<file path="src/rtl/lcs_pkg.sv">
// ----------------------------------------------------------------------------
// lcs_pkg: shared types and constants for the lightness cross sharpen
// Field widths, register indexes, queue sizing and the job record that the
// front end hands to the back end.
// ----------------------------------------------------------------------------
package lcs_pkg;

   // Payload widths of the two channels.
   localparam int LIGHT_W = 15;
   localparam int SHARP_W = 9;
   localparam int FRAC_W  = 8;

   // Request kinds.
   localparam logic REQ_SAMPLE = 1'b0;
   localparam logic REQ_DRAIN  = 1'b1;

   // Configuration registers.
   localparam int FW_W       = 12;
   localparam int FH_W       = 16;
   localparam int CSR_ADDR_W = 3;
   localparam int CSR_DATA_W = 32;
   localparam logic REG_FRAME_WIDTH  = 1'b0;
   localparam logic REG_FRAME_HEIGHT = 1'b1;
   localparam logic [FW_W-1:0] FRAME_WIDTH_RESET  = 12'd640;
   localparam logic [FH_W-1:0] FRAME_HEIGHT_RESET = 16'd480;

   // Arithmetic: gain on the centre, rounding bias and result ceiling.
   localparam int POS_W       = 18;
   localparam int NEG_W       = 17;
   localparam int DIFF_W      = 19;
   localparam int QUO_W       = DIFF_W - 1 - FRAC_W;
   localparam int CENTRE_GAIN = 5;
   localparam int ROUND_BIAS  = 128;
   localparam int RESULT_MAX  = 511;

   // Queue between front and back end.
   localparam int QUEUE_DEPTH = 4;
   localparam int QPTR_W      = 2;
   localparam int QCNT_W      = 3;

   // Effective frame configuration seen by the front end.
   typedef struct packed {
      logic [FW_W-1:0] frame_width;
      logic [FH_W-1:0] frame_height;
   } cfg_type;

   // One pixel's work: weighted centre, neighbour sum and end flags.
   typedef struct packed {
      logic [POS_W-1:0] pos;
      logic [NEG_W-1:0] neg;
      logic             row_end;
      logic             frame_end;
   } job_type;

endpackage

</file>
<file path="src/rtl/lcs_rsp_if.sv">
// ----------------------------------------------------------------------------
// lcs_rsp_if: response channel
// Valid/ready channel carrying sharpened pixels and their row and frame flags.
// ----------------------------------------------------------------------------
interface lcs_rsp_if
   import lcs_pkg::*;
();
   logic               valid;
   logic               ready;
   logic [SHARP_W-1:0] sharpened;
   logic               row_end;
   logic               frame_end;

   modport source (output valid, output sharpened, output row_end, output frame_end,
                   input ready);
   modport sink   (input valid, input sharpened, input row_end, input frame_end,
                   output ready);
endinterface

</file>
<file path="src/rtl/lcs_back.sv">
// ----------------------------------------------------------------------------
// lcs_back: sharpen arithmetic and response register
// Takes jobs from the queue, rounds and clamps the difference and holds the
// result in the response register until the beat is taken.
// ----------------------------------------------------------------------------
module lcs_back
   import lcs_pkg::*;
(
   input  logic      clock,
   input  logic      reset,
   input  job_type   head_job,
   input  logic      head_valid,
   output logic      pop,
   lcs_rsp_if.source rsp_bus
);

   logic               rsp_valid_ff, rsp_valid_in;
   logic [SHARP_W-1:0] sharpened_ff;
   logic               row_end_ff, frame_end_ff;

   logic [DIFF_W-1:0]  diff;
   logic [DIFF_W-1:0]  biased;
   logic [QUO_W-1:0]   quo;
   logic [SHARP_W-1:0] result;

   // Take a job whenever the response register is free or being emptied.
   assign pop = head_valid && (!rsp_valid_ff || rsp_bus.ready);

   // Round half up, floor at zero, ceiling at the largest 9-bit value.
   always_comb begin
      diff   = DIFF_W'(head_job.pos) - DIFF_W'(head_job.neg);
      biased = diff + DIFF_W'(ROUND_BIAS);
      quo    = biased[DIFF_W-2:FRAC_W];
      if (diff[DIFF_W-1] || (diff == '0)) begin
         result = '0;
      end else if (quo > QUO_W'(RESULT_MAX)) begin
         result = SHARP_W'(RESULT_MAX);
      end else begin
         result = quo[SHARP_W-1:0];
      end
   end

   // Response valid.
   always_comb begin
      if (pop) begin
         rsp_valid_in = 1'b1;
      end else if (rsp_bus.ready) begin
         rsp_valid_in = 1'b0;
      end else begin
         rsp_valid_in = rsp_valid_ff;
      end
   end

   always_ff @(posedge clock) begin
      if (reset) begin
         rsp_valid_ff <= 1'b0;
      end else begin
         rsp_valid_ff <= rsp_valid_in;
      end
   end

   always_ff @(posedge clock) begin
      if (pop) begin
         sharpened_ff <= result;
         row_end_ff   <= head_job.row_end;
         frame_end_ff <= head_job.frame_end;
      end
   end

   assign rsp_bus.valid     = rsp_valid_ff;
   assign rsp_bus.sharpened = sharpened_ff;
   assign rsp_bus.row_end   = row_end_ff;
   assign rsp_bus.frame_end = frame_end_ff;

   // The last pixel of a frame is always the last pixel of a row.
   a_frame_in_row: assert property (@(posedge clock) disable iff (reset)
      (rsp_valid_ff && frame_end_ff) |-> row_end_ff)
      else $error("frame end flagged off a row end");

endmodule

</file>
<file path="src/flat_wrapper.sv">
// flat-port wrapper written by rule: the top's interface ports become plain ports
module lcs_back_flat import lcs_pkg::*;
  (clock, reset, head_job, head_valid, pop, rsp_bus_valid, rsp_bus_sharpened, rsp_bus_row_end, rsp_bus_frame_end, rsp_bus_ready);
  lcs_rsp_if rsp_bus_i ();
  input  logic clock;
  input  logic reset;
  input  job_type head_job;
  input  logic head_valid;
  output logic pop;
  output wire logic [$bits(rsp_bus_i.valid)-1:0] rsp_bus_valid;
  output wire logic [$bits(rsp_bus_i.sharpened)-1:0] rsp_bus_sharpened;
  output wire logic [$bits(rsp_bus_i.row_end)-1:0] rsp_bus_row_end;
  output wire logic [$bits(rsp_bus_i.frame_end)-1:0] rsp_bus_frame_end;
  input wire logic [$bits(rsp_bus_i.ready)-1:0] rsp_bus_ready;
  assign rsp_bus_valid = rsp_bus_i.valid;
  assign rsp_bus_sharpened = rsp_bus_i.sharpened;
  assign rsp_bus_row_end = rsp_bus_i.row_end;
  assign rsp_bus_frame_end = rsp_bus_i.frame_end;
  assign rsp_bus_i.ready = rsp_bus_ready;
  lcs_back u_core (.clock(clock), .reset(reset), .head_job(head_job), .head_valid(head_valid), .pop(pop), .rsp_bus(rsp_bus_i));
endmodule
</file>
<file path="config.mk">
export PLATFORM = sky130hd
export DESIGN_NAME = lcs_back_flat
export DESIGN_NICKNAME = d
export VERILOG_FILES = /design/src/rtl/lcs_pkg.sv /design/src/rtl/lcs_rsp_if.sv /design/src/rtl/lcs_back.sv /design/src/flat_wrapper.sv
export SDC_FILE = /design/constraint.sdc
export NUM_CORES = 1
export LEC_CHECK = 0
export BUFFER_PORTS_ARGS = -buffer_cell sky130_fd_sc_hd__buf_2
export CAP_MARGIN = 20
export CORE_MARGIN = 2
export CORE_UTILIZATION = 51
export DETAILED_ROUTE_END_ITERATION = 12
export PLACE_DENSITY = 0.76
export SKIP_LAST_GASP = 1
export SLEW_MARGIN = 20
export SYNTH_ARGS = -nofsm -noshare
export SYNTH_HDL_FRONTEND = slang
export SYNTH_SLANG_ARGS = --single-unit
</file>
<file path="constraint.sdc">
create_clock -name clock -period 6.29 [get_ports clock]
set_input_delay 1.258 -clock clock [delete_from_list [all_inputs] [get_ports clock]]
set_output_delay 1.258 -clock clock [all_outputs]
set_load 0.005 [all_outputs]
</file>
== Yosys cells after proc, flatten, opt, wreduce, memory -nomap -nowiden ==
Cells that the tools add are included.

* Muxes and demuxes: 3
* Add/sub/neg operators: 2
* $lt $le $gt $ge: 1
* Reduce and logical (&&, ||, !) cells: 6

{| class="wikitable"
|+ Operators by type and width
! cell !! count
|-
| $logic_not A19 Y1 || 1
|-
| $sub A18 B17 Y19 || 1
|-
| $add A18 B8 Y18 const B || 1
|-
| $gt A10 B9 Y1 const B || 1
|-
| $mux W9 || 1
|-
| $logic_or A1 B1 Y1 || 2
|-
| $mux W1 || 2
|-
| $reduce_bool A2 Y1 || 1
|-
| $logic_and A1 B1 Y1 || 1
|-
| $logic_not A1 Y1 || 1
|}

* Input bits: 41
* Word-level logic and storage cells: 16
* Output and inout bits: 13
* Bits in registers: 12

== Depth between registers and ports, before layout ==
* Depth in word-level cells: 4
* Gate-level depth with buffers: 13

== Least setup slack after synthesis ==
OpenSTA, ideal clock, no wires.

* Kind: input port to flip-flop
* Start point: input head_job[19] (netlist bit)
* End point: register u_core.sharpened_ff[0] (netlist: u_core.rsp_bus.sharpened[0]) (data pin)
* Path slack: 2.385 ns
* Cell stages on the path: 13
* Arrival time: 3.641 ns
* Library setup time: 0.264 ns
* Path through: inv_1 ha_1 fa_1 nand2b_1 a21oi_1 a211oi_1 xnor2_1 ha_1 and3_1 and4_4 nand4_2 xnor2_2 a21oi_1

* Longest elaborated chain between the ends: 4

{| class="wikitable"
|+ RTL lines
! item !! line !! text
|-
| start: declaration || flat_wrapper.sv:7 || <nowiki>input job_type head_job;</nowiki>
|-
| $sub A18 B17 Y19 (*) || lcs_back.sv:31 || <nowiki>diff = DIFF_W'(head_job.pos) - DIFF_W'(head_job.neg);</nowiki>
|-
| $add A18 B8 Y18 || lcs_back.sv:32 || <nowiki>biased = diff + DIFF_W'(ROUND_BIAS);</nowiki>
|-
| $gt A10 B9 Y1 || lcs_back.sv:36 || <nowiki>end else if (quo > QUO_W'(RESULT_MAX)) begin</nowiki>
|-
| $mux W9 || lcs_back.sv:36 ||
|-
| end signal: assignment || lcs_back.sv:64 || <nowiki>sharpened_ff <= result;</nowiki>
|-
| end: declaration || lcs_back.sv:18 || <nowiki>logic [SHARP_W-1:0] sharpened_ff;</nowiki>
|}

Every way passes the cells marked *; elsewhere a longest branch is shown, timed or not.
A chain may end at the register's enable or synchronous reset.

== Final worst setup path ==
* Start point: input head_job[19] (netlist bit)
* End point: register u_core.sharpened_ff[4] (netlist: u_core.rsp_bus.sharpened[4]) (data pin)

Same word-level chain as after synthesis.

==> summary.md <==
| Metric | Value |
|---|---|
| Area growth syn-to-layout | `18.4%` |
| Post-synthesis xor/xnor area fraction | `under 10%` |
| Die W | `around 64 µm` |
| Nets | `~340` |
| Crit. End Element | `register` |
| Largest family of logic cells by synthesized area | `compound AO/OA/AOI/OAI gates` |
| Number of global-route vias before repair | `1613` |
| WHS Path Cells | `2` |
| CTS tree | `done` |
| Max incr delay on CP | `approximately 0.39 ns` |
| Core box area | `between 3000 and 4000 µm²` |
| DRC Markers | `0` |
| Startpoint types | `primary input` |
| Number of port buffers | `53` |
| Post-CTS Resized | `0` |
| Min Tclk post-route | `3.94 ns` |
| Antenna viol nets, final | `0` |
| Post-synthesis mux area share | `about 1.7%` |
| Reg-to-Reg Start | `u_core.rsp_bus.valid` |
| Post-Syn Nets | `279` |
| Vias post-DR | `between 1.5k and 2k` |
| Yosys warns | `0` |
| Post-Synth Simple-Gate Area | `about 22%` |
| Drt first-iter violations | `93` |
| Final Wtd Congestion | `a little under 0.8` |
| Largest net degree at the start of global routing | `13` |
| Worst Setup Path Type | `primary input to register` |
| Cells on worst reg2reg path | `2` |
| Congestion Overflow GR | `0` |
| Hold buffer count at CTS | `0` |
| Commonest cells post-synth | `inv_1 (27), a21oi_1 (21), ha_1 (18)` |
| Starting density of the core | `a little over half` |
| PD cells | `approximately 160 nW/µm²` |
| HP Start | `u_core.rsp_bus.valid` |
| Setup violations, final | `0` |
| Later-pin clock latency in the skew report | `between 0.2 and 0.3 ns` |
| RSZ-0062 raised after global routing | `false` |
| Htree depth | `1` |
| Setup WS post-layout | `roughly 2.4 ns` |
| Synth area leader | `edfxtp_1` |
| Leakage | `between 1 and 1.5 nW` |
| Clock sinks | `12` |
| Boundary Pins | `54` |
| Most instantiated library cell after synthesis | `inv_1` |
| Die height | `approximately 64 µm` |
| FFs w/ async S/R, synth | `0%` |
| Unique masters post-synth | `59` |
| CP Max Fanout | `6` |
| Post-Place Setup Slack | `around 2.0 ns` |
| Final hold violation count | `0` |
| Critical Path RT | `between 6 and 7 ns` |
| Synth Area in Compound Gates | `a little under a third` |
| Fmax | `about 250 MHz` |
| Cells along the critical path | `buf_2 -> inv_1 -> ha_1 -> fa_1 -> nand2b_1 -> a21oi_1 -> a211oi_1 -> xnor2_1 -> ha_1 -> and3_1 -> and4_4 -> nand4_2 -> xnor2_2 -> a21oi_1` |
| Hold EP | `u_core.rsp_bus.valid` |
| Clock Pin Slew Worst Setup and Hold Paths | `approximately 0.070 ns` |
| Cell count after synthesis | `between 200 and 250` |
| DRT Pass-1 Iters | `4` |
| Slew Limit Fails | `0` |
| WL final | `approximately 3600 µm` |
| Slew margin rel. | `a little under half` |
| Inst Count DP | `around 320` |
| Yosys top cell area share | `approximately 18%` |
| RR Endpoint | `u_core.rsp_bus.sharpened[6]` |
| Setup Buffers After CTS | `0` |
| Clock root cell | `clkbuf_4` |
| Final setup TNS | `0 ns` |
| Total CTS buffers | `3` |
| Worst min path class | `register to register` |
| Post-synth EDFFs | `11` |
| First-pass GRT wire length | `around 6600 µm` |
| Slowest CP cell | `fa_1` |
| Ys flop type | `edfxtp_1` |
| Register area share after synthesis | `around a fifth` |
| Die Area | `between 4000 and 5000 µm²` |
| GR Util All Layers | `between 10% and 20%` |
| Number of diodes | `0` |
| Top cells by area, synth | `edfxtp_1 (18%), ha_1 (12%), a21oi_1 (5.7%)` |
| Synth Area in Adders | `a little over an eighth` |
| Synthesized cell area | `1860 µm²` |
| Antenna violations before repair | `0` |
| Clk_skew | `0.00127 ns` |
| Crit path DAT | `between 3 and 4 ns` |
| Tcrit/Tclk final | `62.6%` |
| Clock Path Buffers | `2` |
| #FFs+latches synth | `12` |
| R2R setup slack | `5.29 ns` |
| Final non-filler cell total | `320` |
| Measured slew at the worst slew-check pin | `about 0.8 ns` |
| Outcome | `complete, no violations` |
| Max cap viols | `0` |
| Share of layout cells above drive strength 1 | `28.8%` |
| DP Wirelength | `between 3000 and 4000 µm` |
| FP Rows | `21` |
| Mean post-synth cell area | `8.47 µm²` |
| Via density per instance | `about 5.5` |
| Post-DR wirelength/cell | `around 11 µm` |
| Max VDD drop | `between 0.05 and 0.06 mV` |
registers in the layout (all words and copies together) (netlist names):
register / cells
u_core.rsp_bus.valid: 1
u_core.rsp_bus.row_end: 1
u_core.rsp_bus.sharpened: 9
u_core.rsp_bus.frame_end: 1
per-stage QoR:
step           total power [W]  utilization [%]  hold WS [ns]  instance area, µm²
5_1_grt               0.000390             64.3         0.568                2200
6_report              0.000356             64.3         0.532                2200
4_1_cts               0.000358             64.3         0.535                2200
3_5_place_dp          0.000311             63.6         0.520                2170
3_3_place_gp          0.000309             63.6         0.494                2170
2_1_floorplan         0.000263                -         0.492                1860
logic make-up (layout without fill, tap and decap cells):
family	count (synthesis)	in the layout
fa+ha+maj	19	19
buf+inv	30	85
compound gates	72	72
xor+xnor	14	14
mux	3	3
simple gates	69	69
flops	12	12
final cells by class:
cell class,instances,area [µm²]
sequential,12,350
multi-input combinational,177,1390
tap,46,57.6
timing repair buffer,54,273
clock inverter,1,3.75
inverter,27,101
fill,325,1220
clock buffer,3,22.5
placed cells by master (no fill, tap or decap), types with 2 or more instances in the layout:
cell      count
a21oi_2       2
and3_1        4
a211o_1       4
inv_1        27
a31oi_1       3
o21ai_0       9
nand2b_1      5
ha_1         18
and2b_1       2
nand4_1       2
xnor2_1       8
nor2_1       17
a211oi_1      4
a21oi_1      21
a21boi_0      2
mux2i_1       2
nand3_1       9
and2_1        3
clkbuf_4      3
a21o_1        8
nor2b_1       4
edfxtp_1     11
nand2_1       7
xor2_1        4
a211oi_4      2
nand2_2       2
buf_2        53
nor3_1        3
a211oi_2      2
worst max path at each step:
stage / start / endpoint / slack [ns] / cells after the start
6_report: head_job[19] / u_core.rsp_bus.sharpened[4] / 2.35 / 14
2_1_floorplan: head_job[19] / u_core.rsp_bus.sharpened[0] / 2.38 / 13
3_5_place_dp: head_job[2] / u_core.rsp_bus.sharpened[4] / 2.04 / 13
3_3_place_gp: head_job[2] / u_core.rsp_bus.sharpened[0] / 2.16 / 13
4_1_cts: head_job[2] / u_core.rsp_bus.sharpened[4] / 2.36 / 13
5_1_grt: head_job[19] / u_core.rsp_bus.sharpened[1] / 2.05 / 14
metal layers:
metal / global-route usage [%] / wire length [µm] / up-vias
li1: - / - / 923
met1: 25.1 / 1700 / 796
met2: 34.5 / 1770 / 45
met3: 1.76 / 129 / 2
met4: 3.99 / 14 / 0
met5: 0 / 0 / -
critical path: cells and delay by family:
| kind | cells | cell delay [ns] |
|---|---|---|
| buf+inv | 2 | 0.11 |
| compound gates | 3 | 0.44 |
| simple gates | 4 | 0.76 |
| fa+ha+maj | 3 | 0.82 |
| xor+xnor | 2 | 0.53 |
report_power, final:
group          internal [W]  leakage, nW  switching [W]  total [W]
clock network     0.0000229       0.0154      0.0000221  0.0000450
logic             0.0000923        0.911       0.000115   0.000207
registers          0.000101        0.115     0.00000217   0.000104
total              0.000217         1.04       0.000139   0.000356
No activity file was read; power rests on OpenSTA's default activity.
