==> src/rtl/lcs_pkg.sv <==
// ----------------------------------------------------------------------------
// lcs_pkg: shared types and constants for the lightness cross sharpen
// Field widths, register indexes, queue sizing and the job record that the
// front end hands to the back end.
// ----------------------------------------------------------------------------
package lcs_pkg;

   // Payload widths of the two channels.
   localparam int LIGHT_W = 15;
   localparam int SHARP_W = 9;
   localparam int FRAC_W  = 8;

   // Request kinds.
   localparam logic REQ_SAMPLE = 1'b0;
   localparam logic REQ_DRAIN  = 1'b1;

   // Configuration registers.
   localparam int FW_W       = 12;
   localparam int FH_W       = 16;
   localparam int CSR_ADDR_W = 3;
   localparam int CSR_DATA_W = 32;
   localparam logic REG_FRAME_WIDTH  = 1'b0;
   localparam logic REG_FRAME_HEIGHT = 1'b1;
   localparam logic [FW_W-1:0] FRAME_WIDTH_RESET  = 12'd640;
   localparam logic [FH_W-1:0] FRAME_HEIGHT_RESET = 16'd480;

   // Arithmetic: gain on the centre, rounding bias and result ceiling.
   localparam int POS_W       = 18;
   localparam int NEG_W       = 17;
   localparam int DIFF_W      = 19;
   localparam int QUO_W       = DIFF_W - 1 - FRAC_W;
   localparam int CENTRE_GAIN = 5;
   localparam int ROUND_BIAS  = 128;
   localparam int RESULT_MAX  = 511;

   // Queue between front and back end.
   localparam int QUEUE_DEPTH = 4;
   localparam int QPTR_W      = 2;
   localparam int QCNT_W      = 3;

   // Effective frame configuration seen by the front end.
   typedef struct packed {
      logic [FW_W-1:0] frame_width;
      logic [FH_W-1:0] frame_height;
   } cfg_type;

   // One pixel's work: weighted centre, neighbour sum and end flags.
   typedef struct packed {
      logic [POS_W-1:0] pos;
      logic [NEG_W-1:0] neg;
      logic             row_end;
      logic             frame_end;
   } job_type;

endpackage

==> src/rtl/lcs_queue.sv <==
// ----------------------------------------------------------------------------
// lcs_queue: job queue between front and back end
// Small first-in first-out buffer of pending pixel jobs.
// ----------------------------------------------------------------------------
module lcs_queue
   import lcs_pkg::*;
(
   input  logic              clock,
   input  logic              reset,
   input  logic              push,
   input  job_type           push_job,
   input  logic              pop,
   output job_type           head_job,
   output logic              head_valid,
   output logic [QCNT_W-1:0] count
);

   job_type           entries [QUEUE_DEPTH];
   logic [QPTR_W-1:0] wr_ptr_ff, wr_ptr_in;
   logic [QPTR_W-1:0] rd_ptr_ff, rd_ptr_in;
   logic [QCNT_W-1:0] count_ff, count_in;

   // Pointer and fill level update.
   always_comb begin
      wr_ptr_in = push ? wr_ptr_ff + QPTR_W'(1) : wr_ptr_ff;
      rd_ptr_in = pop  ? rd_ptr_ff + QPTR_W'(1) : rd_ptr_ff;
      count_in  = count_ff + QCNT_W'(push) - QCNT_W'(pop);
   end

   always_ff @(posedge clock) begin
      if (reset) begin
         wr_ptr_ff <= '0;
         rd_ptr_ff <= '0;
         count_ff  <= '0;
      end else begin
         wr_ptr_ff <= wr_ptr_in;
         rd_ptr_ff <= rd_ptr_in;
         count_ff  <= count_in;
      end
   end

   // Storage.
   always_ff @(posedge clock) begin
      if (push) begin
         entries[wr_ptr_ff] <= push_job;
      end
   end

   assign head_job   = entries[rd_ptr_ff];
   assign head_valid = (count_ff != '0);
   assign count      = count_ff;

   // Nothing is taken from an empty queue.
   a_no_underflow: assert property (@(posedge clock) disable iff (reset)
      pop |-> (count_ff != '0))
      else $error("queue popped while empty");

   // A lone push raises the fill level by exactly one.
   a_fill_step: assert property (@(posedge clock) disable iff (reset)
      (push && !pop) |=> (count_ff == $past(count_ff) + QCNT_W'(1)))
      else $error("queue fill level out of step");

endmodule

==> config.mk <==
export PLATFORM = sky130hd
export DESIGN_NAME = lcs_queue
export DESIGN_NICKNAME = d
export VERILOG_FILES = /design/src/rtl/lcs_pkg.sv /design/src/rtl/lcs_queue.sv
export SDC_FILE = /design/constraint.sdc
export NUM_CORES = 1
export LEC_CHECK = 0
export ABC_AREA = 0
export BUFFER_PORTS_ARGS = -buffer_cell sky130_fd_sc_hd__buf_2
export CAP_MARGIN = 20
export CORE_ASPECT_RATIO = 0.6
export CORE_UTILIZATION = 40
export DETAILED_ROUTE_END_ITERATION = 6
export SLEW_MARGIN = 5
export SYNTH_ARGS = -nofsm -noshare
export SYNTH_HDL_FRONTEND = slang
export SYNTH_SLANG_ARGS = --single-unit
==> constraint.sdc <==
create_clock -name clock -period 5.2 [get_ports clock]
set_clock_uncertainty 0.1 [all_clocks]
set_input_delay 0.78 -clock clock [delete_from_list [all_inputs] [get_ports clock]]
set_output_delay 0.78 -clock clock [all_outputs]
set_load 0.05 [all_outputs]
[After elaboration in Yosys (flattened, before gate mapping)]
Memory sizes are Yosys's and may differ from the RTL's. A register that Yosys moved wholly into a read port is not among the register bits.
Index checks and enable logic that the tools add are counted.
Operators by class
  add/sub/neg operators: 4
  mux-type cells: 4
  reductions and logical operators: 1
Operators by type and width (count)
  $add A2 B1 Y2 const B: 2
  $mux W2: 2
  $add A3 B1 Y3: 1
  $reduce_bool A3 Y1: 1
  $sub A3 B1 Y3: 1
  $mux W1: 2
Word-level totals
  register bits after elaboration: 7
  RAM bits: 148
  input port bits: 41
  output and inout port bits: 41
  logic and storage cells: 13
  memories kept: 1
Memories
  entries: depth 4, bits a word 37, rd ports 1, clocked after memory_dff 1, wr ports 1, line lcs_queue.sv:18  | job_type entries [QUEUE_DEPTH];

[Longest topological paths before layout]
Gate-level depths: netlist of the first run.
  depth in word-level cells: 3
  mapped depth: 7
  mapped depth without buffers: 7

[Worst setup path after synthesis of the first run]
No wires, ideal clock.
  kind: input-to-reg
  start point: input port push
  end point: memory entries[0][0] in the netlist's numbering (enable)
  setup time: 398 ps
  data arrival time: 1685 ps
  data required time: 4702 ps
  path slack: 3018 ps
  cell stages on the path: 1
  buffers on the path: 0
  path through: and2_1
Between the ends
  word-level cells in the longest chain between the ends: 2
RTL lines
  start: declaration: line lcs_queue.sv:10  | input logic push,
  $mux W1: line lcs_queue.sv:44  | if (push) begin
  $mux W1 (implied by the code): line lcs_queue.sv:45  | entries[wr_ptr_ff] <= push_job;
  end: declaration: line lcs_queue.sv:18
No other way between the ends.

==> results of run 1 <==
==> cell families after synthesis <==
| group | synth area share, % |
|---|---|
| flip-flops | 79.3 |
| multiplexers | 14.9 |
| buffers and inverters | 1.95 |
| AND/OR/NAND/NOR | 1.20 |
| adder cells (fa/ha/maj) | 1.63 |
| XOR/XNOR | 0.708 |
| AO/OA/AOI/OAI | 0.257 |
==> state kept, by name (all words and copies together), names as in the netlist, named ones only <==
name,cells
count,3
entries,148
wr_ptr_ff,2
rd_ptr_ff,2
==> worst max-delay path, delay by kind of cell (launching register included) <==
| family | cells | cell delay, ns |
|---|---|---|
| DFF | 1 | 0.80 |
| buffers and inverters | 2 | 0.67 |
| muxes | 1 | 0.59 |
==> how the worst max path moves through the flow <==
stage / cells after the start / slack (ns) / start / to
after floorplan: 1 / 3.02 / push / entries[0][0]$_DFFE_PP_
after global placement: 3 / 2.16 / register / head_job[1]
after detailed placement: 3 / 2.15 / register / head_job[1]
after CTS: 3 / 1.71 / register / head_job[1]
after global routing: 3 / 1.63 / register / head_job[1]
final: 3 / 1.84 / register / head_job[1]
==> stage by stage <==
stage          setup slack [ns]  power [mW]
6_report                   1.84        3.20
5_1_grt                    1.63        3.31
4_1_cts                    1.71        3.23
3_5_place_dp               2.15        1.95
3_3_place_gp               2.16        1.94
2_1_floorplan              3.02        1.84
==> layout by cell type, fill, tap and decap left out, types with 3 or more instances in the layout <==
cell,n
and2_2,4
buf_2,81
bufinv_16,4
clkbuf_16,17
clkinvlp_4,3
dfxtp_1,7
edfxtp_1,148
ha_1,6
inv_1,6
inv_6,3
mux4_1,7
mux4_2,30
nor2_1,5
==> final cells by class <==
type / instances / share of cell area, %
diodes: 1 / 0.0356
clock buffers: 18 / 6.11
clock inverters: 14 / 2.71
inverters: 6 / 0.321
multi-input cells: 63 / 15.6
flip-flops and latches: 157 / 65.9
well taps: 192 / 3.42
repair buffers: 82 / 5.88
==> metal layers <==
layer	track usage (%)	vias to the layer above	wire, um
met5	0	-	0
met4	4.61	0	77
met3	6.05	8	680
met2	23.5	77	4740
met1	17.8	1374	4470
li1	-	1173	-
==> power by group through the flow <==
stage / sequential (mW) / combinational [mW] / clock, mW
final: 1.49 / 0.424 / 1.28
after detailed placement: 1.52 / 0.431 / 0
after global routing: 1.50 / 0.454 / 1.36
after floorplan: 1.52 / 0.326 / 0
after CTS: 1.49 / 0.432 / 1.31
after global placement: 1.51 / 0.426 / 0
==> results.json, run 1 <==
{
  "status": "complete, no violations",
  "min_path_type": "reg2reg",
  "reg2reg_depth": 2,
  "synth_top_cells_by_area": "edfxtp_1, mux4_2, mux4_1, dfxtp_1, ha_1",
  "core_area_um2": 13900,
  "multi_input_comb_area_um2": 1100,
  "drc": 0,
  "synth.avg_cell_area_um2": 24.9,
  "dominantRegCellSynth": "edfxtp_1",
  "synth_to_final_area_change_pct": 20.4,
  "netlist.area_leader.share_pct": 76.2,
  "die_w_um": 158,
  "grt-ovfl-total": 0,
  "pin_count_of_the_biggest_net_entering_global_routing": 38,
  "grtUsageTotal_pct": 14.5,
  "first_iter_violations": 118,
  "power.density_nw_per_um2": 455,
  "worst_hold_startpoint": "rd_ptr_ff[0]$_SDFFE_PP0P_",
  "vias": 2632,
  "worst-endpoint-arrival_ns": 2.48,
  "placed_area_um2": 6400,
  "die_area_um2": 15100,
  "max_stage_delay_ns": 0.80,
  "final_replace_weighted_congestion": 0.685,
  "post_synth_edffs": 148,
  "cts-root-buf": "clkbuf_16",
  "placementRows": 33,
  "synthCells": 234,
  "cts_inserted_buffers": 17,
  "layoutNonFillerInstCount": 533,
  "power.share.clock_pct": 40.1,
  "route.detailed.wl_per_inst_um": 18.7,
  "port_buffers": 81,
  "final_max_slew_viol_count": 0,
  "die_h_um": 95.5,
  "post-synth-top-area-cell": "edfxtp_1",
  "reg2reg_setup_slack_ns": 3.27,
  "clock_tree_from_tritoncts": "built",
  "drive_above_1_share_pct": 43.5,
  "worst_r2r_startpoint": "wr_ptr_ff[0]$_SDFFE_PP0P_",
  "place_hpwl_mm": 5.78,
  "p_seq_share_pct": 46.6,
  "setup.worst_path.class": "reg2out",
  "clock_transition_at_the_registers_of_the_reported_paths_ns": 0.06,
  "finalHoldViolCount": 0,
  "synthesis_warning_total": 0,
  "grt_pass1_vias": 2764,
  "synthesis.area_um2": 5830,
  "layout.core_utilization_pct": 50.5,
  "netSwitchingPower_uw": 804,
  "rsz_0062_raised_after_global_routing": "no",
  "grt_first_pass_wirelength_mm": 15.2,
  "max_cap_violations": 0,
  "antenna_viol_nets_final": 0,
  "synth.lib_cells_used.distinct": 21,
  "critical_path_required_ns": 4.32,
  "max_slew.worst_pin.slew_ns": 1.08,
  "cp-start-kind": "register",
  "final_period_minus_worst_setup_slack_ns": 3.36,
  "count_of_hold_fix_buffers_inserted_at_cts": 0,
  "worst-path-max-fanout": 21,
  "post-route-cell-area_um2": 7020,
  "cts_resized": 0,
  "antenna_found_initial": 1,
  "holdPathStages": 2,
  "worst_slew_margin_relative_to_its_limit_pct": 27.7,
  "drt_via_density": 4.94,
  "max-vdd-ir-drop_mv": 0.212,
  "detailedRoute.firstPassIterationCount": 4,
  "leakage_nw": 2.41,
  "post_cts_buffers": 0,
  "critical_path.cell_chain": "buf_4 > mux4_1 > buf_2",
  "top_cell_types_by_occurrence_after_synthesis": "edfxtp_1, mux4_2, dfxtp_1",
  "final_net_count": 375,
  "routed_wirelength_mm": 9.97,
  "async_flop_share_pct": 0,
  "crit_path_end_kind": "primary output",
  "synth.net_count": 282,
  "synth_sequential_area_ratio_pct": 79.3,
  "worst_skew_pair.late_latency_ns": 0.41,
  "finalSetupViolations": 0,
  "dpl.cell_count": 500,
  "initial_core_util_pct": 41.9,
  "post-route-period-util_pct": 64.5,
  "clockBufferDepth": 2,
  "layout.area.seq_um2": 4630,
  "pwr-share-comb_pct": 13.3,
  "timing.hold.ws_ns": 0.439,
  "critPathSlowestCell": "dfxtp_2",
  "h_tree_levels": 4,
  "filler_cell_count": 1123,
  "clkSinkCount": 157,
  "worst_r2r_end": "entries[3][6]$_DFFE_PP_",
  "clock.fmax_mhz": 298,
  "boundaryPins": 82,
  "yosys.cell_count.top_type": "edfxtp_1",
  "synth.ff_latch_count": 157,
  "fin_tns_setup_ns": 0,
  "internal_power_mw": 2.39,
  "swShare_pct": 25.2
}
Power figures use the tool's default switching activity.
==> run 2, diff against run 1 <==
clock period = 3.3 ns   (was 5.2 ns; I/O delays follow)
==> run 2 against run 1 <==
Compared with the run above: critical endpoint is now head_job[3]; worst hold slack worse by 0.25 ns; sequential share of layout area down 0.34 points; via count about the same; cell area up 0.52%; utilization up 0.26 points; clock-buffer cell count unchanged.
==> results.json, run 2 (synthesis results as in run 1) <==
{
  "core_area_um2": 13900,
  "boundaryPins": 82,
  "global_route.usage.met3_pct": 6.32,
  "met2_usage_pct": 22.5,
  "worst_slew_margin_relative_to_its_limit_pct": 58.4,
  "drive_above_1_share_pct": 45.3,
  "crit_path_end_kind": "primary output",
  "finalHoldViolCount": 0,
  "pin_count_of_the_biggest_net_entering_global_routing": 29,
  "h_tree_levels": 4,
  "clock_tree_from_tritoncts": "built",
  "cts_inserted_buffers": 17,
  "timing.hold.ws_ns": 0.193,
  "min_path_type": "in2reg",
  "filler_cell_count": 1146,
  "max_cap_violations": 0,
  "drc": 0,
  "die_h_um": 95.5,
  "final_net_count": 384,
  "setup_ws_pre_cts_ns": 0.931,
  "worst-endpoint-arrival_ns": 2.17,
  "critical_path_required_ns": 2.70,
  "max_slew.worst_pin.slew_ns": 0.624,
  "grt_pass1_vias": 2754,
  "most-common-layout-cells": "edfxtp_1, buf_2, mux4_2, clkbuf_16, buf_4",
  "port_buffers": 81,
  "busiest_layer": "met2",
  "post-route-period-util_pct": 83.7,
  "finalSetupViolations": 0,
  "antenna_viol_nets_final": 0,
  "post-route-cell-area_um2": 7060,
  "placed_area_um2": 6490,
  "grt-ovfl-total": 0,
  "critPathSlowestCell": "mux4_1",
  "die_w_um": 158,
  "synth_to_final_area_change_pct": 21.1,
  "cp-start-kind": "register",
  "met1_usage_pct": 19.4,
  "clock_transition_at_the_registers_of_the_reported_paths_ns": 0.06,
  "post_cts_buffers": 0,
  "count_of_hold_fix_buffers_inserted_at_cts": 0,
  "vias": 2633,
  "power.density_nw_per_um2": 691,
  "dpl.cell_count": 509,
  "regMostFlops": "entries",
  "max-vdd-ir-drop_mv": 0.354,
  "worst-path-max-fanout": 28,
  "final_period_minus_worst_setup_slack_ns": 2.76,
  "antenna_found_initial": 1,
  "detailedRoute.firstPassIterationCount": 4,
  "cts_resized": 0,
  "multi_input_comb_area_um2": 1100,
  "layout.core_utilization_pct": 50.7,
  "fin_tns_setup_ns": 0,
  "routed_wirelength_mm": 10.3,
  "grtUsageTotal_pct": 15.0,
  "initial_core_util_pct": 41.9,
  "number_of_antenna_diodes": 0,
  "max_stage_delay_ns": 0.64,
  "setup_slack_ns": 0.538,
  "drt_via_density": 4.87,
  "design_power_total_mw": 4.87,
  "rsz_0062_raised_after_global_routing": "no",
  "worst_skew_pair.late_latency_ns": 0.41,
  "status": "complete, no violations",
  "cts-root-buf": "clkbuf_16",
  "layoutNonFillerInstCount": 541,
  "placementRows": 33,
  "layout.cells.most_common": "edfxtp_1",
  "clock.fmax_mhz": 362,
  "place_hpwl_mm": 6.60,
  "holdPathStages": 1,
  "setup.worst_path.class": "reg2out",
  "route.detailed.wl_per_inst_um": 19.0,
  "final_replace_weighted_congestion": 0.683,
  "clockBufferDepth": 2,
  "grt_first_pass_wirelength_mm": 15.6,
  "die_area_um2": 15100,
  "critical_path.cell_chain": "buf_12 > mux4_1 > buf_2",
  "largest_reg_flops": 148,
  "first_iter_violations": 147,
  "clkSinkCount": 157,
  "final_max_slew_viol_count": 0,
  "leakage_nw": 2.44,
  "layout.area.seq_um2": 4630,
  "reg2reg_depth": 4
}
## run 2: cell types whose count changed in the layout (fill, tap and decap cells not counted)
| cell | previous run | this run |
|---|---|---|
| bufinv_16 | 4 | 1 |
| buf_4 | 1 | 8 |
| buf_12 | 0 | 2 |
| clkinv_4 | 1 | 3 |
| inv_8 | 0 | 2 |
| diode_2 | 1 | 0 |
| clkinv_1 | 2 | 1 |
## run 2: worst paths after layout
check	startpoint	end	slack, ns
hold reg to reg	rd_ptr_ff[1]$_SDFFE_PP0P_	register	0.44
setup reg to reg	wr_ptr_ff[0]$_SDFFE_PP0P_	entries[0][33]$_DFFE_PP_	1.46
setup / recovery	register	head_job[3]	0.54
hold / removal	push_job[13]	entries[0][13]$_DFFE_PP_	0.19
## run 2: routing by layer
layer  share of wire, %  routed length [um]
met5               0.13                  13
met4                1.2                 122
met3                7.1                 728
met2                 46                4730
met1                 46                4690
## run 2: power breakdown
part           switching, mW  internal, mW
Sequential            0.0393          2.29
Clock                  0.792          1.05
Combinational          0.478         0.223
Total                   1.31          3.56
## run 2: critical path, delay by kind of cell, from the launching register on
kind,cells,cell delay [ns]
DFF,1,0.57
buffers and inverters,2,0.54
muxes,1,0.64
## run 2: layout make-up
class,instances,area share (%)
clock buffer,18,6.08
sequential,157,65.6
inverter,6,0.319
tap,192,3.40
clock inverter,14,1.93
timing repair buffer,91,7.16
multi-input combinational,63,15.5
==> run 3, diff against run 2 <==
clock period = 2.33 ns   (was 3.3 ns; I/O delays follow)
==> run 3 against run 2 <==
Compared with the run above: setup slack lost 0.48 ns; worst hold slack lost 0.14 ns; sequential cell count is the same; global-route usage grew 0.075 points; critical path type unchanged.
==> results.json, run 3 (synthesis results as in run 1) <==
{
  "placed_area_um2": 6500,
  "layout.cells.most_common": "edfxtp_1",
  "leakage_nw": 2.45,
  "grt_first_pass_wirelength_mm": 15.6,
  "reg2reg_setup_slack_ns": 0.62,
  "placementRows": 33,
  "regMostFlops": "entries",
  "crit_path_end_kind": "primary output",
  "max_stage_delay_ns": 0.56,
  "worst-endpoint-arrival_ns": 1.82,
  "grt-ovfl-total": 0,
  "max_slew.worst_pin.slew_ns": 0.377,
  "routed_wirelength_mm": 10.5,
  "die_h_um": 95.5,
  "fin_tns_setup_ns": 0,
  "grtUsageTotal_pct": 15.0,
  "post-route-period-util_pct": 97.4,
  "initial_core_util_pct": 41.9,
  "met2_usage_pct": 22.9,
  "first_iter_violations": 158,
  "final_net_count": 385,
  "largest_reg_flops": 148,
  "max-vdd-ir-drop_mv": 0.482,
  "h_tree_levels": 4,
  "boundaryPins": 82,
  "layout.core_utilization_pct": 50.9,
  "max_cap_violations": 0,
  "post-route-cell-area_um2": 7080,
  "worst-path-max-fanout": 17,
  "post_cts_buffers": 0,
  "final_period_minus_worst_setup_slack_ns": 2.27,
  "final_replace_weighted_congestion": 0.696,
  "count_of_hold_fix_buffers_inserted_at_cts": 0,
  "worst_r2r_startpoint": "count[0]$_SDFF_PP0_",
  "core_area_um2": 13900,
  "clockBufferDepth": 2,
  "worst_slew_margin_relative_to_its_limit_pct": 74.9,
  "antenna_viol_nets_final": 0,
  "vias": 2669,
  "cts-root-buf": "clkbuf_16",
  "busiest_layer": "met2",
  "cp-start-kind": "register",
  "pin_count_of_the_biggest_net_entering_global_routing": 33,
  "critical_path_required_ns": 1.88,
  "critical_path.cell_chain": "buf_8 > mux4_2 > buf_2",
  "cts_resized": 2,
  "place_hpwl_mm": 6.58,
  "most-common-layout-cells": "edfxtp_1, buf_2, mux4_2, clkbuf_16, dfxtp_1",
  "worst_r2r_end": "count[2]$_SDFF_PP0_",
  "min_path_type": "in2reg",
  "setup.worst_path.class": "reg2out",
  "synth_to_final_area_change_pct": 21.4,
  "drive_above_1_share_pct": 46.0,
  "grt_pass1_vias": 2810,
  "finalHoldViolCount": 0,
  "final_max_slew_viol_count": 0,
  "global_route.usage.met3_pct": 5.73,
  "route.detailed.wl_per_inst_um": 19.3,
  "detailedRoute.firstPassIterationCount": 4,
  "die_area_um2": 15100,
  "status": "complete, no violations",
  "cts_inserted_buffers": 17,
  "clock.fmax_mhz": 441,
  "critPathSlowestCell": "mux4_2",
  "clkSinkCount": 157,
  "antenna_found_initial": 1,
  "worst_skew_pair.late_latency_ns": 0.41,
  "number_of_antenna_diodes": 0,
  "finalSetupViolations": 0,
  "clock_transition_at_the_registers_of_the_reported_paths_ns": 0.06,
  "reg2reg_depth": 7,
  "drt_via_density": 4.92,
  "power.density_nw_per_um2": 977,
  "rsz_0062_raised_after_global_routing": "yes",
  "clock_tree_from_tritoncts": "built",
  "filler_cell_count": 1121,
  "met1_usage_pct": 19.7,
  "die_w_um": 158,
  "drc": 0,
  "timing.critical_path.to": "head_job[17]",
  "port_buffers": 81
}
run 3: changes by cell type in the layout (fill, tap and decap cells not counted), sizes merged:
cell      previous run  this run
buf                 91        90
clkbuf              18        20
inv                 11        12
clkinvlp             3         2
run 3: final cells by class:
type                       count  area, um2  area share, %
clock buffer                  18        429           6.06
clock inverter                14        135           1.91
inverter                       6       22.5          0.318
multi-input combinational     63       1090           15.4
sequential                   157       4630           65.4
tap                          192        240           3.39
timing repair buffer          92        537           7.58
run 3: worst min-delay path by stage:
| stage | start | end | cells after the start |
|---|---|---|---|
| after floorplan | reset | count[0]$_SDFF_PP0_ | 1 |
| after global placement | rd_ptr_ff[0]$_SDFFE_PP0P_ | register | 2 |
| after detailed placement | rd_ptr_ff[1]$_SDFFE_PP0P_ | register | 2 |
| after CTS | push_job[19] | entries[3][19]$_DFFE_PP_ | 1 |
| after global routing | push_job[9] | entries[3][9]$_DFFE_PP_ | 1 |
| final | push_job[19] | entries[0][19]$_DFFE_PP_ | 1 |
run 3: critical path, delay by kind of cell (launching register included):
| kind | cells | cell delay, ns |
|---|---|---|
| buf+inv | 2 | 0.46 |
| flops | 1 | 0.38 |
| mux | 1 | 0.56 |
run 3: per-stage QoR:
| stage | power (mW) | setup WS [ns] | hold slack, ns | cells |
|---|---|---|---|---|
| floorplan | 4.11 | 0.348 | 0.321 | 234 |
| global placement | 4.35 | 0.408 | 0.417 | 510 |
| detailed placement | 4.37 | 0.385 | 0.424 | 510 |
| CTS | 6.99 | 0.0120 | 0.0298 | 542 |
| global route | 7.17 | -0.000160 | 0.0325 | 542 |
| finish | 6.91 | 0.0612 | 0.0496 | 542 |
run 3: power breakdown:
group	internal, mW	switching, mW
clock network	1.49	1.11
registers	3.24	0.0469
logic	0.328	0.694
run 3: per-layer routing:
metal | vias to the layer above | wire length (um)
met5 | - | 0
met4 | 0 | 98
met3 | 11 | 749
met2 | 77 | 4800
met1 | 1392 | 4810
li1 | 1189 | -
